`src/hdl/fpba_pkg.sv`:
```
// Shared types and codes for the fit-policy block allocator.
// Used by fpba_fit_unit, fit_policy_block_allocator and its testbench; depends on nothing.
`timescale 1ns / 1ps

package fpba_pkg;

    localparam int FUNC_W = 2;
    localparam int SLOT_W = 4;
    localparam int VALUE_W = 16;
    localparam int MODE_W = 2;
    localparam int COUNT_W = 5;
    localparam int CFG_DATA_W = 5;
    localparam int CFG_INDEX_W = 1;

    localparam logic [FUNC_W-1:0] FUNC_LOAD = 2'd0;
    localparam logic [FUNC_W-1:0] FUNC_REQUEST = 2'd1;
    localparam logic [FUNC_W-1:0] FUNC_CLEAR = 2'd2;

    localparam logic [MODE_W-1:0] MODE_FIRST = 2'd0;
    localparam logic [MODE_W-1:0] MODE_BEST = 2'd1;
    localparam logic [MODE_W-1:0] MODE_WORST = 2'd2;

    localparam logic [CFG_INDEX_W-1:0] CFG_FIT_MODE = 1'd0;
    localparam logic [CFG_INDEX_W-1:0] CFG_BLOCK_COUNT = 1'd1;

    typedef enum logic [1:0] {
        ST_IDLE,
        ST_SCAN,
        ST_DONE
    } state_t;

    typedef struct packed {
        logic qualify;
        logic take;
    } fit_flags_t;

endpackage

```
`src/hdl/fpba_fit_unit.sv`:
```
// Shared compare unit that judges one candidate block against the request.
// Depends on fpba_pkg for the mode codes and the flag struct.
`timescale 1ns / 1ps

module fpba_fit_unit
    import fpba_pkg::*;
#(
    parameter int SIZE_BITS = 16
)
(
    input  logic [MODE_W-1:0]    fit_mode,
    input  logic                 found,
    input  logic                 used,
    input  logic [SIZE_BITS-1:0] cand_size,
    input  logic [SIZE_BITS-1:0] req_size,
    input  logic [SIZE_BITS-1:0] pick_left,
    output logic [SIZE_BITS-1:0] left,
    output fit_flags_t           flags
);

    logic [SIZE_BITS:0] diff;
    logic               better;

    always_comb
    begin
        diff = {1'b0, cand_size} - {1'b0, req_size};
        left = diff[SIZE_BITS-1:0];
        flags.qualify = !used && !diff[SIZE_BITS];
        case (fit_mode)
            MODE_BEST:  better = left < pick_left;
            MODE_WORST: better = left > pick_left;
            default:    better = 1'b0;
        endcase
        flags.take = flags.qualify && (!found || better);
    end

endmodule

```
`src/hdl/fit_policy_block_allocator.sv`:
```
// Top level of the fit-policy block allocator: size table, used marks and scan sequencer.
// Depends on fpba_pkg and instantiates fpba_fit_unit.
`timescale 1ns / 1ps

// Load and clear items are carried out as they are accepted. A request item walks the
// table one slot per cycle through a single shared compare unit over the first N slots,
// where N is block_count saturated to NUM_BLOCKS; the next item is accepted once the
// result has moved into the output register. The size table is a memory with one write
// port and one registered read port, read in slot order.
module fit_policy_block_allocator
    import fpba_pkg::*;
#(
    parameter int NUM_BLOCKS = 16,
    parameter int SIZE_BITS = 16
)
(
    input  logic                   clk,
    input  logic                   rst_n,
    input  logic                   cfg_wr_en,
    input  logic [CFG_INDEX_W-1:0] cfg_index,
    input  logic [CFG_DATA_W-1:0]  cfg_data,
    input  logic                   in_valid,
    output logic                   in_ready,
    input  logic [FUNC_W-1:0]      func,
    input  logic [SLOT_W-1:0]      slot_index,
    input  logic [VALUE_W-1:0]     size_value,
    output logic                   out_valid,
    input  logic                   out_ready,
    output logic                   granted,
    output logic [SLOT_W-1:0]      chosen_index,
    output logic [VALUE_W-1:0]     chosen_size
);

    localparam int IDX_W = (NUM_BLOCKS > 1) ? $clog2(NUM_BLOCKS) : 1;
    localparam int CNT_W = $clog2(NUM_BLOCKS + 1);

    logic [SIZE_BITS-1:0]  size_mem [NUM_BLOCKS];
    logic [SIZE_BITS-1:0]  rd_data_reg;

    state_t                state_reg, state_next;
    logic [MODE_W-1:0]     fit_mode_reg;
    logic [COUNT_W-1:0]    block_count_reg;
    logic [NUM_BLOCKS-1:0] used_reg, used_next;
    logic [CNT_W-1:0]      scan_cnt_reg, scan_cnt_next;
    logic                  cmp_vld_reg, cmp_vld_next;
    logic [IDX_W-1:0]      cmp_idx_reg, cmp_idx_next;
    logic [SIZE_BITS-1:0]  req_reg, req_next;
    logic                  found_reg, found_next;
    logic [IDX_W-1:0]      pick_idx_reg, pick_idx_next;
    logic [SIZE_BITS-1:0]  pick_left_reg, pick_left_next;
    logic [SIZE_BITS-1:0]  pick_size_reg, pick_size_next;
    logic                  out_valid_reg, out_valid_next;
    logic                  granted_reg, granted_next;
    logic [SLOT_W-1:0]     out_idx_reg, out_idx_next;
    logic [VALUE_W-1:0]    out_size_reg, out_size_next;

    logic                  in_fire;
    logic [CNT_W-1:0]      limit;
    logic                  mem_we;
    logic [IDX_W-1:0]      mem_waddr;
    logic                  rd_en;
    logic [IDX_W-1:0]      rd_addr;
    logic                  load_out;
    logic [SIZE_BITS-1:0]  cand_left;
    fit_flags_t            cand_flags;

    assign in_ready = (state_reg == ST_IDLE);
    assign in_fire = in_valid && in_ready;
    assign limit = (32'(block_count_reg) > NUM_BLOCKS) ? CNT_W'(NUM_BLOCKS)
                                                      : CNT_W'(block_count_reg);
    assign mem_we = in_fire && (func == FUNC_LOAD) && (32'(slot_index) < NUM_BLOCKS);
    assign mem_waddr = IDX_W'(slot_index);
    assign rd_addr = scan_cnt_reg[IDX_W-1:0];

    assign out_valid = out_valid_reg;
    assign granted = granted_reg;
    assign chosen_index = out_idx_reg;
    assign chosen_size = out_size_reg;

    fpba_fit_unit #(
        .SIZE_BITS(SIZE_BITS)
    ) u_fit (
        .fit_mode (fit_mode_reg),
        .found    (found_reg),
        .used     (used_reg[cmp_idx_reg]),
        .cand_size(rd_data_reg),
        .req_size (req_reg),
        .pick_left(pick_left_reg),
        .left     (cand_left),
        .flags    (cand_flags)
    );

    always_ff @(posedge clk)
    begin
        if (mem_we)
        begin
            size_mem[mem_waddr] <= SIZE_BITS'(size_value);
        end
        if (rd_en)
        begin
            rd_data_reg <= size_mem[rd_addr];
        end
    end

    always_ff @(posedge clk or negedge rst_n)
    begin
        if (!rst_n)
        begin
            fit_mode_reg <= MODE_FIRST;
            block_count_reg <= '0;
        end
        else if (cfg_wr_en)
        begin
            case (cfg_index)
                CFG_FIT_MODE:    fit_mode_reg <= cfg_data[MODE_W-1:0];
                CFG_BLOCK_COUNT: block_count_reg <= cfg_data[COUNT_W-1:0];
                default:         ;
            endcase
        end
    end

    always_ff @(posedge clk or negedge rst_n)
    begin
        if (!rst_n)
        begin
            state_reg <= ST_IDLE;
            used_reg <= '0;
            scan_cnt_reg <= '0;
            cmp_vld_reg <= 1'b0;
            found_reg <= 1'b0;
            out_valid_reg <= 1'b0;
        end
        else
        begin
            state_reg <= state_next;
            used_reg <= used_next;
            scan_cnt_reg <= scan_cnt_next;
            cmp_vld_reg <= cmp_vld_next;
            found_reg <= found_next;
            out_valid_reg <= out_valid_next;
        end
    end

    always_ff @(posedge clk)
    begin
        cmp_idx_reg <= cmp_idx_next;
        req_reg <= req_next;
        pick_idx_reg <= pick_idx_next;
        pick_left_reg <= pick_left_next;
        pick_size_reg <= pick_size_next;
        granted_reg <= granted_next;
        out_idx_reg <= out_idx_next;
        out_size_reg <= out_size_next;
    end

    always_comb
    begin
        state_next = state_reg;
        used_next = used_reg;
        scan_cnt_next = scan_cnt_reg;
        cmp_vld_next = 1'b0;
        cmp_idx_next = cmp_idx_reg;
        req_next = req_reg;
        found_next = found_reg;
        pick_idx_next = pick_idx_reg;
        pick_left_next = pick_left_reg;
        pick_size_next = pick_size_reg;
        out_valid_next = out_valid_reg && !out_ready;
        granted_next = granted_reg;
        out_idx_next = out_idx_reg;
        out_size_next = out_size_reg;
        rd_en = 1'b0;
        load_out = 1'b0;

        case (state_reg)
            ST_IDLE:
            begin
                if (in_fire)
                begin
                    case (func)
                        FUNC_REQUEST:
                        begin
                            req_next = SIZE_BITS'(size_value);
                            scan_cnt_next = '0;
                            found_next = 1'b0;
                            state_next = ST_SCAN;
                        end
                        FUNC_CLEAR: used_next = '0;
                        default:    ;
                    endcase
                end
            end
            ST_SCAN:
            begin
                if (cmp_vld_reg && cand_flags.take)
                begin
                    found_next = 1'b1;
                    pick_idx_next = cmp_idx_reg;
                    pick_left_next = cand_left;
                    pick_size_next = rd_data_reg;
                end
                if (scan_cnt_reg < limit)
                begin
                    rd_en = 1'b1;
                    cmp_vld_next = 1'b1;
                    cmp_idx_next = rd_addr;
                    scan_cnt_next = scan_cnt_reg + 1'b1;
                end
                else
                begin
                    state_next = ST_DONE;
                end
            end
            ST_DONE:
            begin
                if (!out_valid_reg || out_ready)
                begin
                    load_out = 1'b1;
                    out_valid_next = 1'b1;
                    granted_next = found_reg;
                    out_idx_next = found_reg ? SLOT_W'(pick_idx_reg) : '0;
                    out_size_next = found_reg ? VALUE_W'(pick_size_reg) : '0;
                    if (found_reg)
                    begin
                        used_next[pick_idx_reg] = 1'b1;
                    end
                    state_next = ST_IDLE;
                end
            end
            default: state_next = ST_IDLE;
        endcase
    end

    assert property (@(posedge clk) disable iff (!rst_n)
        (state_reg == ST_SCAN) |-> (scan_cnt_reg <= limit))
        else $error("Scan counter ran past the active slot count.");

    assert property (@(posedge clk) disable iff (!rst_n)
        (state_reg == ST_DONE && load_out && found_reg) |=> used_reg[$past(pick_idx_reg)])
        else $error("Granted block was not marked used.");

    assert property (@(posedge clk) disable iff (!rst_n)
        (out_valid_reg && !granted_reg) |-> (out_idx_reg == '0 && out_size_reg == '0))
        else $error("Refused request carries a nonzero slot or size.");

    assert property (@(posedge clk) disable iff (!rst_n)
        (state_reg != ST_IDLE && found_reg) |-> (32'(pick_idx_reg) < 32'(limit)))
        else $error("Picked slot lies outside the active slots.");

    assert property (@(posedge clk) disable iff (!rst_n)
        (state_reg == ST_SCAN && cmp_vld_reg && cand_flags.take)
            |=> (found_reg && pick_size_reg >= req_reg))
        else $error("Picked block is smaller than the request.");

endmodule

```
`config.mk`:
```
export PLATFORM = sky130hd
export DESIGN_NAME = fit_policy_block_allocator
export DESIGN_NICKNAME = d
export VERILOG_FILES = /design/src/hdl/fpba_pkg.sv /design/src/hdl/fpba_fit_unit.sv /design/src/hdl/fit_policy_block_allocator.sv
export SDC_FILE = /design/constraint.sdc
export NUM_CORES = 1
export LEC_CHECK = 0
export BUFFER_PORTS_ARGS = -buffer_cell sky130_fd_sc_hd__buf_2
export CORE_UTILIZATION = 40
export CTS_BUF_LIST = sky130_fd_sc_hd__clkbuf_8
export DETAILED_ROUTE_END_ITERATION = 6
export MAX_ROUTING_LAYER = met4
export RECOVER_POWER = 25
export SLEW_MARGIN = 10
export SYNTH_ARGS = -nofsm -noshare
export SYNTH_HDL_FRONTEND = slang
export SYNTH_SLANG_ARGS = --single-unit
export TNS_END_PERCENT = 5
```
`constraint.sdc`:
```
create_clock -name clk -period 8.2 [get_ports clk]
set_clock_uncertainty 0.1 [all_clocks]
set_input_delay 0.41 -clock clk [delete_from_list [all_inputs] [get_ports clk]]
set_output_delay 0.41 -clock clk [all_outputs]
set_load 0.02 [all_outputs]
```
# [Word-level counts from Yosys, hierarchy flattened]
# Memory sizes are Yosys's and may differ from the RTL's. A register that Yosys moved wholly into a read port is not among the register bits.
# Index checks and enable logic that the tools add are counted.
[word_totals] ff_bits=110 ram_bits=256 inputBits=33 output_inout_bits=23 elab_cells=100 n_memories=1
[memory_table] name="size_mem" words=16 width=16 rd=1 rd_ports_with_merged_regs=1 wr=1 line_no="fit_policy_block_allocator.sv:37" source="logic [SIZE_BITS-1:0] size_mem [NUM_BLOCKS];"
[classes] n_addsub=2 n_lt_le_gt_ge=7 eq_ne=14 n_mux=30 bitwise=2 reduce_logical=28
[ops] cell="$mux 16" n=4
[ops] cell="$pmux 16 s2" n=1
[ops] cell="$mux 5" n=4
[ops] cell="$sub 16x16->17" n=1
[ops] cell="$gt 16x16->1" n=1
[ops] cell="$lt 16x16->1" n=1
[ops] cell="$or 16x16->16" n=1
[ops] cell="$reduce_and 4->1" n=3
[ops] cell="$mux 1" n=11
[ops] cell="$lt 4x5->1 const B" n=2
[ops] cell="$ne 2x2->1 const B" n=5
[ops] cell="$pmux 5 s2" n=1
[ops] cell="$reduce_and 2->1" n=5
[ops] cell="$mux 2" n=4
[ops] cell="$logic_and 1x1->1" n=7
[ops] cell="$eq 2x1->1 const B" n=3
[ops] cell="$eq 2x2->1 const B" n=3
[ops] cell="$ne 2x1->1 const B" n=3
[ops] cell="$pmux 2 s3" n=1
[ops] cell="$add 5x1->5 const B" n=1
[ops] cell="$gt 5x5->1 const B" n=1
[ops] cell="$logic_not 1->1" n=5
[ops] cell="$lt 5x5->1" n=1
[ops] cell="$reduce_and 5->1" n=1
[ops] cell="other kinds (9)" n=13

# [Depth between registers and ports, before layout]
[logic_depth] ltp_word=8 mapped_depth=16 ltp_nobuf=16

# [Modules after synthesis]
# A second synthesis with hierarchy kept.
[hier_totals] hier_cells=851 area_unflattened_um2=15501.1
[by_module_without_submodules] mod="fit_policy_block_allocator" n_inst=1 cells_per_inst=669 area_per_inst_um2=14204.9 seq_area_each_um2=11305.8
[by_module_without_submodules] mod="fpba_fit_unit" n_inst=1 cells_per_inst=182 area_per_inst_um2=1296.2 seq_area_each_um2=0.0

# [Least setup slack after synthesis]
# No wires, ideal clock.
[synth_timing] path_type="reg-to-reg" start="register rd_data_reg[3], read port of size_mem" end="register pick_idx_reg[0], enable pin" setup_ns=0.519 arrival_ns=6.690 required_ns=7.581 path_slack_ns=0.891 path_stages_with_launch=15 n_path_buf=0 period_less_slack_ns=7.309 path_cell_list="edfxtp_1 > ha_1 > and3_1 > a21bo_2 > a31o_2 > a211oi_1 > mux2i_1 > a2111o_1 > ha_1 > nand4_1 > nor4_1 > o41ai_1 > a21boi_0 > a311oi_1 > nor4_1"
[synth_via] elab_chain_len=7 elab_cells_between_ends=10 classes_between="add/sub: 1; order compare: 2; mux: 1; reduce/logical: 6"
[synth_lines] item="start: declaration" line_no="fit_policy_block_allocator.sv:38" source="logic [SIZE_BITS-1:0] rd_data_reg;"
[synth_lines] item="$sub 16x16->17 (*)" line_no="fpba_fit_unit.sv:26" source="diff = {1'b0, cand_size} - {1'b0, req_size};"
[synth_lines] item="net cand_left[13]" line_no="fit_policy_block_allocator.sv:64" source="logic [SIZE_BITS-1:0] cand_left;"
[synth_lines] item="$gt 16x16->1 / $lt 16x16->1 (equally long branches)" line_no="fpba_fit_unit.sv:31, fpba_fit_unit.sv:30"
[synth_lines] item="$pmux 1 s2 (*)" line_no="fpba_fit_unit.sv:29" source="case (fit_mode)"
[synth_lines] item="$logic_or 1x1->1 (*)" line_no="fpba_fit_unit.sv:34" source="flags.take = flags.qualify && (!found || better);"
[synth_lines] item="$logic_and 1x1->1 (*)" line_no="fpba_fit_unit.sv:34"
[synth_lines] item="$logic_and 1x1->1 (*)" line_no="fit_policy_block_allocator.sv:195" source="if (cmp_vld_reg && cand_flags.take)"
[synth_lines] item="$reduce_and 2->1 (no line) (*)"
[synth_lines] item="end signal: assignment" line_no="fit_policy_block_allocator.sv:148" source="pick_idx_reg <= pick_idx_next;"
[synth_lines] item="end: declaration" line_no="fit_policy_block_allocator.sv:49" source="logic [IDX_W-1:0] pick_idx_reg, pick_idx_next;"
# Mark *: on every way through the listed nets, which the timed path passes. The rest lies on a longest branch.
# A chain may end at the register's enable or synchronous reset.

# [Final worst setup path]
[layout_timing] start="register rd_data_reg[4], read port of size_mem" end="register pick_size_reg[14], enable pin"
[layout_via] elab_chain_len=7 elab_cells_between_ends=10 classes_between="add/sub: 1; order compare: 2; mux: 1; reduce/logical: 6"
[layout_lines] item="$sub 16x16->17 (*)" line_no="fpba_fit_unit.sv:26"
[layout_lines] item="net cand_left[12]" line_no="fit_policy_block_allocator.sv:64"
[layout_lines] item="$gt 16x16->1 / $lt 16x16->1 (equally long branches)" line_no="fpba_fit_unit.sv:31, fpba_fit_unit.sv:30"
[layout_lines] item="$pmux 1 s2 (*)" line_no="fpba_fit_unit.sv:29"
[layout_lines] item="$logic_or 1x1->1 (*)" line_no="fpba_fit_unit.sv:34"
[layout_lines] item="$logic_and 1x1->1 (*)" line_no="fpba_fit_unit.sv:34"
[layout_lines] item="$logic_and 1x1->1 (*)" line_no="fit_policy_block_allocator.sv:195"
[layout_lines] item="$reduce_and 2->1 (no line) (*)"
[layout_lines] item="end signal: assignment" line_no="fit_policy_block_allocator.sv:150" source="pick_size_reg <= pick_size_next;"
[layout_lines] item="end: declaration" line_no="fit_policy_block_allocator.sv:51" source="logic [SIZE_BITS-1:0] pick_size_reg, pick_size_next;"
# Marked as above.

==> flow_summary.toml <==
[detailed_routing]
drc_errors = 0
viasPerCell = 5.105
final_antenna_net_count = 0
m1WireLength_mm = 13.03
drt_pass1_iterations = 5
avgRoutedWirePerCell_um = 20.52
drt_first_iter_violations = 477
num_vias = 7673
highest_layer = "met4"
wl_met2_mm = 15.72
wl_met3_mm = 1.489
drt-total-wl_mm = 30.85

[yosys]
ys_seq_elements = 382
synth_top_cells_by_area = "edfxtp_1, mux4_2, dfrtp_1"
avgSynthCellArea_um2 = 19.00
ys_top_cells_by_count = "edfxtp_1, mux4_2, inv_1"
synth_top_area_cell = "edfxtp_1"
async_flop_share = 0.08639
ys.warnings.count = 0
ys_seq_area_frac = 0.7319
synthesis.instances = 813
syn_nets = 886
yosysUniqueCellTypes = 55
synth_top_area_frac = 0.6784
yosysMostFrequentCell = "edfxtp_1"
synth-edff-count = 349
synth_flop_cell = "edfxtp_1"
synth_area_um2 = 15450

[clock_tree]
cts_root_buffer = "clkbuf_8"
clkLatencyLatePin_ns = 0.60
numCtsBuffers = 66
clk_path_buf_depth = 3
cts.clk_slew.worst_paths_ns = 0.05
cts.sinks = 382
htree_levels = 3
cts_tree = "yes"
cts_setup_buffers = 0
cts-resized-gates = 0
hold_buffers = 6

[placement]
gp_congestion = 0.7859
dpl_worst_slack_ns = 3.524
dp_hpwl_mm = 18.63
io_buffers = 55

[timing]
worst_slew_pin_slew_ns = 1.069
fin_crit_sh = 0.5791
setup_slack_ns = 3.452
finalHoldViolations = 0
setup_tns_ns = 0
fin_crit_ns = 4.748
rsz0062_at_grt = "false"
drv_slew = 0
setup-violations-final = 0
maxSlewHeadroom = 0.2842
fmax_mhz = 210.6

[power]
worst_ir_drop_vdd_uv = 122.4
powerDensity_nw_per_um2 = 305.9
cellLeakagePower_nw = 6.199

[global_route]
grt_first_pass_wirelength_mm = 47.69
grt_use_total = 0.1707
grt_max_degree = 39
grt_remaining_overflow = 0
antenna_found_initial = 1
grt_pass1_vias = 8163

[layout]
largest_reg_flops = 256
largest-register = "size_mem"
syn2layout_area_growth_pct = 15.47
utilization = 0.4713
layout-drive-gt1-share = 0.2644
nNetsFinal = 1015

[critical_path]
worstPathArrival_ns = 4.91
crit_path_top_delay_cell = "o32ai_1"
ff2ff_setup_slack_ns = 3.45
reg2reg_to = "pick_size_reg[14]"
criticalPathCategory = "reg2reg"
worstPathRequired_ns = 8.36
crit_path_start_kind = "flip-flop"
crit_path_max_fanout = 23
worstRegToRegCells = 15
endpoint_kind = "flip-flop"
slowest_delay_ns = 0.57
timing.rr.start = "rd_data_reg[4]"
crit_path_cell_trace = "ha_1 -> a21o_1 -> a21oi_1 -> a21boi_0 -> o32ai_1 -> o21ai_0 -> xnor2_1 -> ha_1 -> nand4_1 -> nor4_1 -> o41ai_1 -> a21boi_0 -> a311oi_1 -> nor4_2 -> buf_4"

[floorplan]
start_util = 0.4082
core-area_um2 = 37840
io-pin-count = 56
die_area_um2 = 39410
dieHeight_um = 198.5
rows = 71
die_w_um = 198.5

[outcome]
status = "finished, final reports clean"

[flow_run]
max-cap-violations = 0

[worst_hold_path]
min_from = "cfg_index"
min_path_type = "in2reg"
whs_path_depth = 3
min_to = "fit_mode_reg[0]"
-- metal layers --
| metal | GRT usage | vias to the layer above |
|---|---|---|
| met5 | - | - |
| met4 | 0.06410 | 0 |
| met3 | 0.03984 | 60 |
| met2 | 0.2833 | 174 |
| met1 | 0.2032 | 3949 |
| li1 | - | 3490 |
-- layout make-up --
| cell class | instances | area [um^2] |
|---|---|---|
| diodes | 1 | 2.502 |
| clock buffers | 74 | 1018 |
| clock inverters | 43 | 270.3 |
| fillers | 3291 | 20010 |
| inverters | 46 | 172.7 |
| multi-input cells | 362 | 3931 |
| flip-flops and latches | 382 | 11310 |
| well taps | 511 | 639.4 |
| repair buffers | 84 | 491.7 |
-- how the worst max path moves through the flow --
stage              startpoint                 to  slack (ns)  depth (start not counted)
3_5_place_dp   rd_data_reg[4]  pick_size_reg[13]        3.52                         15
5_1_grt        rd_data_reg[3]  pick_left_reg[11]        3.21                         15
2_1_floorplan  rd_data_reg[3]    pick_idx_reg[0]        0.89                         14
6_report       rd_data_reg[4]  pick_size_reg[14]        3.45                         15
3_3_place_gp   rd_data_reg[3]  pick_size_reg[14]        3.68                         15
4_1_cts        rd_data_reg[4]  pick_size_reg[14]        3.46                         15
-- metrics by stage --
step / power, mW / hold WS, ns / instance area (um^2) / cells
finish: 5.457 / 0.04884 / 17840 / 1503
global route: 5.751 / 0.05232 / 17840 / 1503
CTS: 5.538 / 0.002913 / 17850 / 1502
detailed placement: 3.843 / 0.3576 / 16500 / 1379
global placement: 3.822 / 0.3386 / 16500 / 1379
floorplan: 3.449 / 0.01441 / 15450 / 813
-- kinds of logic after synthesis --
group | Yosys count | synth area share
XOR/XNOR | 16 | 0.009071
buffers and inverters | 69 | 0.01717
AO/OA/AOI/OAI | 72 | 0.03200
flip-flops | 382 | 0.7319
AND/OR/NAND/NOR | 141 | 0.04714
adder cells (fa/ha/maj) | 40 | 0.03289
multiplexers | 93 | 0.1298
-- worst max-delay path: cells and delay by family, from the launching register on --
kind            cells  cell delay [ns]
compound gates      8             1.85
xor+xnor            1             0.18
fa+ha+maj           2             0.69
buf+inv             1             0.36
flops               1             0.41
simple gates        3             0.83
-- cells in the final DEF, fill, tap and decap left out, drive strengths merged, types with 6 or more instances in the layout --
cell type    instances
a21oi               24
and2                20
buf                 65
clkbuf              87
clkinv              11
dfrtp               33
dlygate4sd3          6
edfxtp             349
ha                  39
inv                 72
mux2                 6
mux4                85
nand2               25
nand2b              12
nor2                39
nor2b               10
nor3                 8
o21a                11
o21ai                9
xnor2               10
xor2                 6
-- report_power, final --
| part | internal, mW | switching [mW] | total (mW) |
|---|---|---|---|
| registers | 2.36 | 0.142 | 2.50 |
| logic | 0.588 | 0.693 | 1.28 |
| clock network | 0.923 | 0.749 | 1.67 |
(Power assumes the default switching activity.)
